**src/design/pscnt_mod.sv**
```systemverilog
// ----------------------------------------------------------------------------
// Bucket slot reduction
// Reduces a 32-bit second to its ring slot by reciprocal multiplication and
// one corrective subtraction; done pulses after stage1, stage2 and stage3.
// ----------------------------------------------------------------------------
module pscnt_mod #(
  parameter int MODULUS = 64
) (
  input  logic                         clk,
  input  logic                         rst,
  input  logic                         start,
  input  logic [31:0]                  value,
  output logic                         done,
  output logic [$clog2(MODULUS)-1:0]   rem
);
  localparam int SLOT_W = $clog2(MODULUS);
  localparam logic [31:0] MOD_W = 32'(MODULUS);
  localparam logic [31:0] RECIP = 32'((64'd1 << 32) / 64'(MODULUS));

  logic [31:0]       val;
  logic [31:0]       quot;
  logic [31:0]       part;
  logic [63:0]       prod;
  logic [31:0]       back;
  logic              stage1;
  logic              stage2;
  logic              stage3;
  logic [SLOT_W-1:0] r;

  // The quotient estimate is exact or one short, so the partial remainder
  // lies below twice the modulus and one subtraction finishes it.
  always_comb begin
    prod = 64'(val) * 64'(RECIP);
    back = quot * MOD_W;
  end

  always_ff @(posedge clk) begin
    if (rst) begin
      stage1 <= 1'b0;
      stage2 <= 1'b0;
      stage3 <= 1'b0;
      done   <= 1'b0;
    end else begin
      stage1 <= start;
      stage2 <= stage1;
      stage3 <= stage2;
      done   <= stage3;
      if (start) begin
        val <= value;
      end
      if (stage1) begin
        quot <= prod[63:32];
      end
      if (stage2) begin
        part <= val - back;
      end
      if (stage3) begin
        r <= (part >= MOD_W) ? SLOT_W'(part - MOD_W) : SLOT_W'(part);
      end
    end
  end

  assign rem = r;
endmodule

```
**config.mk**
```make
export PLATFORM = sky130hd
export DESIGN_NAME = pscnt_mod
export DESIGN_NICKNAME = d
export VERILOG_FILES = /design/src/design/pscnt_mod.sv
export SDC_FILE = /design/constraint.sdc
export NUM_CORES = 1
export LEC_CHECK = 0
export ABC_AREA = 1
export BUFFER_PORTS_ARGS = -buffer_cell sky130_fd_sc_hd__buf_2
export CORE_MARGIN = 5
export CORE_UTILIZATION = 39
export DETAILED_ROUTE_END_ITERATION = 10
export GPL_TIMING_DRIVEN = 0
export PLACE_DENSITY = 0.74
export REMOVE_ABC_BUFFERS = 1
export SLEW_MARGIN = 20
export SYNTH_ARGS = -nofsm -noshare
export SYNTH_HDL_FRONTEND = slang
export SYNTH_SLANG_ARGS = --single-unit
export TNS_END_PERCENT = 100
```
**constraint.sdc**
```tcl
create_clock -name clk -period 1.3 [get_ports clk]
set_input_delay 0.13 -clock clk [delete_from_list [all_inputs] [get_ports clk]]
set_output_delay 0.13 -clock clk [all_outputs]
set_load 0.005 [all_outputs]
```
# Yosys cells after proc, flatten, opt, wreduce, memory -nomap -nowiden
# Cells that the tools add are included.
[totals]
ram_bits = 0
memories = 0
in_bits = 35
regBits = 100
romBits = 0
latch_bits = 0
out_inout_bits = 7
[op_classes]
multipliers = 0
n_bitwise = 1
n_eq_ne = 0
addsub = 2
muxes = 1
shift = 0
magnitude_cmp = 1
div_mod_pow = 0
reduce_logical = 4
[ops]
columns = ["op", "n"]
rows = [
  ["$ge A32 B7 Y1 const B", 1],
  ["$sub A32 B32 Y32", 1],
  ["$reduce_and A2 Y1", 4],
  ["$mux W6", 1],
  ["$sub A6 B1 Y6 const B", 1],
  ["$not A1 Y1", 1],
]

# Logic depth before layout (Yosys ltp)
# Gate-level depths: netlist of the first run.
[logic_depth]
depth_word = 2
ltp_mapped = 2
depth_no_buf = 2

# Worst setup path after synthesis of the first run
# Ideal clock, no wire load.
[synth_path]
path_type = "register to register"
start = "register stage2"
end = "register part[0], enable pin"
setup_time_ps = 350
slack_ps = 339
n_path_buf = 0
path_stages_with_launch = 3
period_less_slack_ps = 961
arrival_time_ps = 611
t_required_ps = 950
cell_sequence = "dfxtp_1 -> inv_1 -> nor2_1"
[synth_via]
elab_chain_cells = 1
[synth_lines]
columns = ["element", "line", "text"]
rows = [
  ["from (decl)", "26", "logic stage2;"],
  ["from (signal assigned)", "45", "stage2 <= stage1;"],
  ["$reduce_and A2 Y1 (no line)", "n/a", ""],
  ["to (signal assigned)", "55", "part <= val - back;"],
  ["to (decl)", "22", "logic [31:0] part;"],
]
# Every way passes these cells.
# A chain may end at the register's enable or synchronous reset.

# Worst setup path in the final report of the first run
[layout_path]
start = "register stage3"
end = "register r[1] (netlist: rem[1]), enable pin"
[layout_via]
elab_chain_cells = 1
[layout_lines]
columns = ["element", "line", "text"]
rows = [
  ["from (decl)", "27", "logic stage3;"],
  ["from (signal assigned)", "46", "stage3 <= stage2;"],
  ["$reduce_and A2 Y1 (no line)", "n/a", ""],
  ["to (signal assigned)", "58", "r <= (part >= MOD_W) ? SLOT_W'(part - MOD_W) : SLOT_W'(part);"],
  ["to (decl)", "28", "logic [SLOT_W-1:0] r;"],
]
# Every way passes these cells.

==> results_dict.tcl, run 1 <==
set metrics [dict create \
    synth_cells 33 \
    grt_util_met1_pct 6.10 \
    powerDensity_nw_per_um2 1330 \
    routed_via_density 4.27 \
    finalSetupViolations 0 \
    worst_pin_slew_ps 467 \
    fp-row-count 14 \
    finalCriticalPeriod_ps 1080 \
    clk_latency_ps 290 \
    grt_usage_pct 6.79 \
    start_util_pct 42.5 \
    grt_pass1_vias 312 \
    yosys.area.top_type "edfxtp_1" \
    detail_route.wl_per_cell_um 10.4 \
    grt_busiest_layer "met2" \
    cts_buffers 3 \
    arrival_ps 1030 \
    synthToLayoutAreaGrowth_pct 27.4 \
    dieHeight_um 51.2 \
    drv_slew 0 \
    fill_cells 124 \
    first_pass_iters 2 \
    finalSetupTns_ps 0 \
    diodes 0 \
    p_clk_share_pct 26.3 \
    max_slew_margin_pct 68.7 \
    syn_area_per_cell_um2 20.1 \
    nNetsFinal 94 \
    die_w_um 51.2 \
    die-area_um2 2620 \
    clock_skew_ps 2.58 \
    final_common_cell "edfxtp_1" \
    io_pins 42 \
    cp-start-kind "flip-flop" \
    multi_input_area_um2 26.3 \
    grt.met3_usage_pct 3.49 \
    internal-power_mw 0.927 \
    drtIter0Drc 2 \
    cts_setup_buffers 0 \
    yosysWarnings 0 \
    grt_pass1_wl_um 1200 \
    path_class "flip-flop to flip-flop" \
    p_seq_share_pct 70.1 \
    dpl.hpwl_um 539 \
    portBuffers 15 \
    seqCellArea_um2 621 \
    drt_wl_total_um 772 \
    rsz0062_at_grt "no" \
    p_leak_nw 0.324 \
    netlist_area_um2 662 \
    mostFrequentLayoutCells "18 x edfxtp_1, 15 x buf_2, 7 x nor2_1, 6 x dlygate4sd3_1" \
    gp_congestion 0.630 \
    cts_tree "done" \
    status "finished clean" \
    cp_max_fo 6 \
    core_area_um2 1560 \
    combPwrFrac_pct 3.6 \
    grt_max_degree 13 \
    finalPower_mw 1.13 \
    fin_crit_sh_pct 82.8 \
    switchingPower_mw 0.198 \
    drive_gt1_share_pct 31.0 \
    synth_cell_types 4 \
    htree_levels 1 \
    hold_viol 0 \
    ant_nets 0 \
    cts-root-buf "clkbuf_4" \
    fmax_ghz 0.929 \
    vias 316 \
    critPathCaptureType "flip-flop" \
    ys_seq_elements 22 \
    crit_required_ps 1250 \
    netlist_top_cells_area "edfxtp_1 82%, dfxtp_1 12%, nor2_1 4.0%" \
    cap_viol_max_count 0 \
    yosysTopAreaCellShare_pct 81.7 \
    cts.clk_slew.worst_paths_ps 100 \
    post-route-drc-count 0 \
    antenna_found_initial 0 \
    hold_class "input port to flip-flop" \
    grt-ovfl-total 0 \
    seq_area_frac_synth_pct 93.8 \
    peakVddDrop_mv 0.583 \
    gr-usage-met2_pct 11.4 \
    cts.path.max_buffers 2 \
    clock-sinks 22 \
    swShare_pct 17.6 \
]
==> critical path, stage by stage (launching register included) <==
cell and delay (ps):
dfxtp_1 320, inv_1 40, nor2_1 360
==> cell type report <==
cell class | count | share of cell area, %
repair buffers | 21 | 16.0
flip-flops and latches | 22 | 73.6
clock buffers | 4 | 3.12
well taps | 16 | 2.37
multi-input cells | 7 | 3.12
inverters | 4 | 1.78
==> final timing paths <==
| path | from | endpoint | slack, ps | depth (start not counted) |
|---|---|---|---|---|
| worst min-delay path | start | stage1$_SDFF_PP0_ | 40 | 3 |
| worst max register to register | stage3$_SDFF_PP0_ | rem[1]$_DFFE_PP_ | 220 | 2 |
| worst max-delay path | stage3$_SDFF_PP0_ | rem[1]$_DFFE_PP_ | 220 | 2 |
| worst min register to register | stage1$_SDFF_PP0_ | stage2$_SDFF_PP0_ | 420 | 2 |
==> repair_timing <==
action                    CTS  global route
gates resized for setup     0             0
hold endpoints to repair    6             0
hold buffers                6             0
==> kinds of logic after synthesis <==
family        after synthesis  share of synthesized area, %
flops                      22                          93.8
simple gates                7                          3.97
buf+inv                     4                          2.27
==> power groups by stage <==
stage               logic [mW]  registers [mW]  clock network (mW)
floorplan              0.00927           0.804                   0
finish                  0.0402           0.789               0.296
global route            0.0452           0.792               0.341
detailed placement      0.0266           0.805                   0
CTS                     0.0404           0.789               0.307
global placement        0.0255           0.804                   0
==> layer usage <==
layer	share of wire, %	vias up
li1	-	163
met1	37	138
met2	52	15
met3	10	0
met4	0	0
met5	0	-
==> cell usage after synthesis <==
library cell	number
nor2_1	7
inv_1	4
dfxtp_1	4
edfxtp_1	18
==> state kept, by name, summed over array words and instances, names as in the netlist <==
register  cells
done          1
part          6
rem           6
stage1        1
stage2        1
stage3        1
val           6
==> stage by stage <==
step           instance area (um^2)  hold WS, ps  cells  util [%]  setup slack, ps
2_1_floorplan                   662          201     33         -              339
3_3_place_gp                    757          307     64      48.6              280
3_5_place_dp                    757          308     64      48.6              228
4_1_cts                         843         40.4     74      54.1              216
5_1_grt                         843         55.5     74      54.1              134
6_report                        843         44.9     74      54.1              223
Power figures use the tool's default switching activity.
==> run 2, diff against run 1 <==
- ABC_AREA: 1 -> 0
- CORE_UTILIZATION: 39 -> 35
- PLACE_DENSITY: 0.74 -> 0.71
- clock period: 1.3 -> 0.9 ns (I/O delays scaled with it)
==> run 2 against run 1 <==
Effect of this change: area after synthesis up 0.38%; cell count is 6.8% higher; wire length is 6.9% lower; flip-flop and latch count did not move; sequential share of layout area decreased by 3.2 points.
==> results_dict.tcl, run 2 <==
set metrics [dict create \
    status "finished clean" \
    post-place-ws_ps -174 \
    drive_gt1_share_pct 40.7 \
    mostFrequentLayoutCells "18 x edfxtp_1, 15 x buf_2, 6 x dlygate4sd3_1, 5 x nor2b_1" \
    p_leak_nw 0.322 \
    clk_latency_ps 290 \
    hold_class "input port to flip-flop" \
    worstSetupStartpoint "rem[3]$_DFFE_PP_" \
    routed_via_density 3.78 \
    hold_viol 0 \
    critPathCaptureType "primary output" \
    worst_pin_slew_ps 467 \
    fin_crit_sh_pct 98.5 \
    combPwrFrac_pct 3.7 \
    grt_pass1_vias 301 \
    rr_startpoint "stage2$_SDFF_PP0_" \
    cts_tree "done" \
    cts.path.max_buffers 2 \
    path_class "flip-flop to primary output" \
    die_w_um 53.6 \
    core_area_um2 1760 \
    clock-sinks 22 \
    synth-async-reset-ratio_pct 0 \
    p_seq_share_pct 66.6 \
    grt_usage_pct 6.15 \
    peakVddDrop_mv 1.07 \
    netlist_area_um2 664 \
    nNetsFinal 90 \
    dieHeight_um 53.6 \
    antenna_found_initial 0 \
    rsz0062_at_grt "yes" \
    portBuffers 15 \
    whs_ps 26.0 \
    netlist_top_cells_count "18 x edfxtp_1, 7 x nor2b_1, 4 x dfxtp_1" \
    fp-row-count 15 \
    fmax_ghz 1.13 \
    internal-power_mw 1.42 \
    rr_worst_depth 1 \
    yosys.area.top_type "edfxtp_1" \
    ys_seq_elements 22 \
    crit_chain "buf_2" \
    start_util_pct 37.7 \
    synth_cell_types 3 \
    finalCriticalPeriod_ps 887 \
    drv_slew 0 \
    gp_congestion 0.589 \
    setup_ws_ps 13.2 \
    yosysTopAreaCellShare_pct 81.4 \
    ant_nets 0 \
    clock_skew_ps 2.19 \
    cts.clk_slew.worst_paths_ps 110 \
    hp-start "start" \
    vias 299 \
    grt_pass1_wl_um 1150 \
    detail_route.wl_per_cell_um 9.10 \
    diodes 0 \
    grt-ovfl-total 0 \
    crit_cells 1 \
    cp_num_buf_inv 1 \
    powerDensity_nw_per_um2 1940 \
    seq_area_frac_synth_pct 93.4 \
    crit_family "flip-flops" \
    reg2reg_slack_ps 50 \
    synth_cells 29 \
    synth_edf_count 18 \
    syn_area_per_cell_um2 22.9 \
    worst_path_largest_cell_delay_ps 370 \
    grt_max_degree 13 \
    first_pass_iters 1 \
    post-route-drc-count 0 \
    cp_max_fo 1 \
    p_clk_share_pct 29.8 \
    drtIter0Drc 0 \
    min_to "stage1$_SDFF_PP0_" \
    yosysMostFrequentCell "edfxtp_1" \
    yosysWarnings 0 \
    synthToLayoutAreaGrowth_pct 33.0 \
    cap_viol_max_count 0 \
    max_slew_margin_pct 68.8 \
    cp-start-kind "flip-flop" \
    finalSetupViolations 0 \
    swShare_pct 17.2 \
    switchingPower_mw 0.294 \
    hold_depth 2 \
    cts-root-buf "clkbuf_4" \
    htree_levels 1 \
    cts_buffers 3 \
    io_pins 42 \
    arrival_ps 800 \
    critical-path-slowest-cell "edfxtp_1" \
    drt_wl_total_um 719 \
    netlist_top_cells_area "edfxtp_1 81%, dfxtp_1 12%, nor2b_1 6.6%" \
    synth_ff_type "edfxtp_1" \
    die-area_um2 2870 \
    crit_required_ps 810 \
    final_common_cell "edfxtp_1" \
    timing.rr.end "part[4]$_DFFE_PP_" \
    cts_setup_buffers 0 \
]
## run 2: metal layers
| layer | wire [um] | track usage (%) | share of wire (%) |
|---|---|---|---|
| met1 | 282 | 5.94 | 39 |
| met2 | 347 | 9.59 | 48 |
| met3 | 69 | 2.49 | 9.6 |
| met4 | 19 | 6.38 | 2.6 |
| met5 | 0 | 0 | 0 |
## run 2: cell families (layout without fill, tap and decap cells)
kind of cell           after synthesis  after routing  synth area share (%)
AND/OR/NAND/NOR                      7              7                  6.59
buffers and inverters                0             25                     0
flip-flops                          22             22                  93.4
## run 2: power by group through the flow
stage	clock network, mW	logic (mW)	registers, mW
floorplan	0	0.0132	1.16
global placement	0	0.0372	1.16
detailed placement	0	0.0389	1.16
CTS	0.526	0.0637	1.14
global route	0.564	0.0701	1.14
finish	0.509	0.0629	1.14
## run 2: per-stage QoR
step | power, mW | instances | area (um^2) | utilization, % | TNS (ps)
2_1_floorplan | 1.17 | 29 | 664 | - | -1020
3_3_place_gp | 1.20 | 69 | 771 | 43.7 | -2230
3_5_place_dp | 1.20 | 69 | 771 | 43.7 | -2680
4_1_cts | 1.73 | 79 | 882 | 50.0 | -12.0
5_1_grt | 1.78 | 79 | 883 | 50.1 | -148
6_report | 1.71 | 79 | 883 | 50.1 | 0
## run 2: worst max-delay path by stage
stage	to
CTS	rem[3]
floorplan	part[0]$_DFFE_PP_
global route	rem[5]
global placement	part[4]$_DFFE_PP_
finish	rem[3]
detailed placement	rem[2]$_DFFE_PP_
## run 2: area by class of cell
class                   count  area (um^2)
multi-input cells           7         58.8
repair buffers             21          135
fillers                   160          881
flip-flops and latches     22          622
clock buffers               4         36.3
well taps                  25         31.3
## run 2: timing repair
| item | CTS | global route |
|---|---|---|
| endpoints found under the setup margin | 14 | 12 |
| endpoints found under the hold margin | 6 | 0 |
| cloned | 0 | 0 |
| hold buffers | 6 | 0 |
| resized for setup | 4 | 1 |
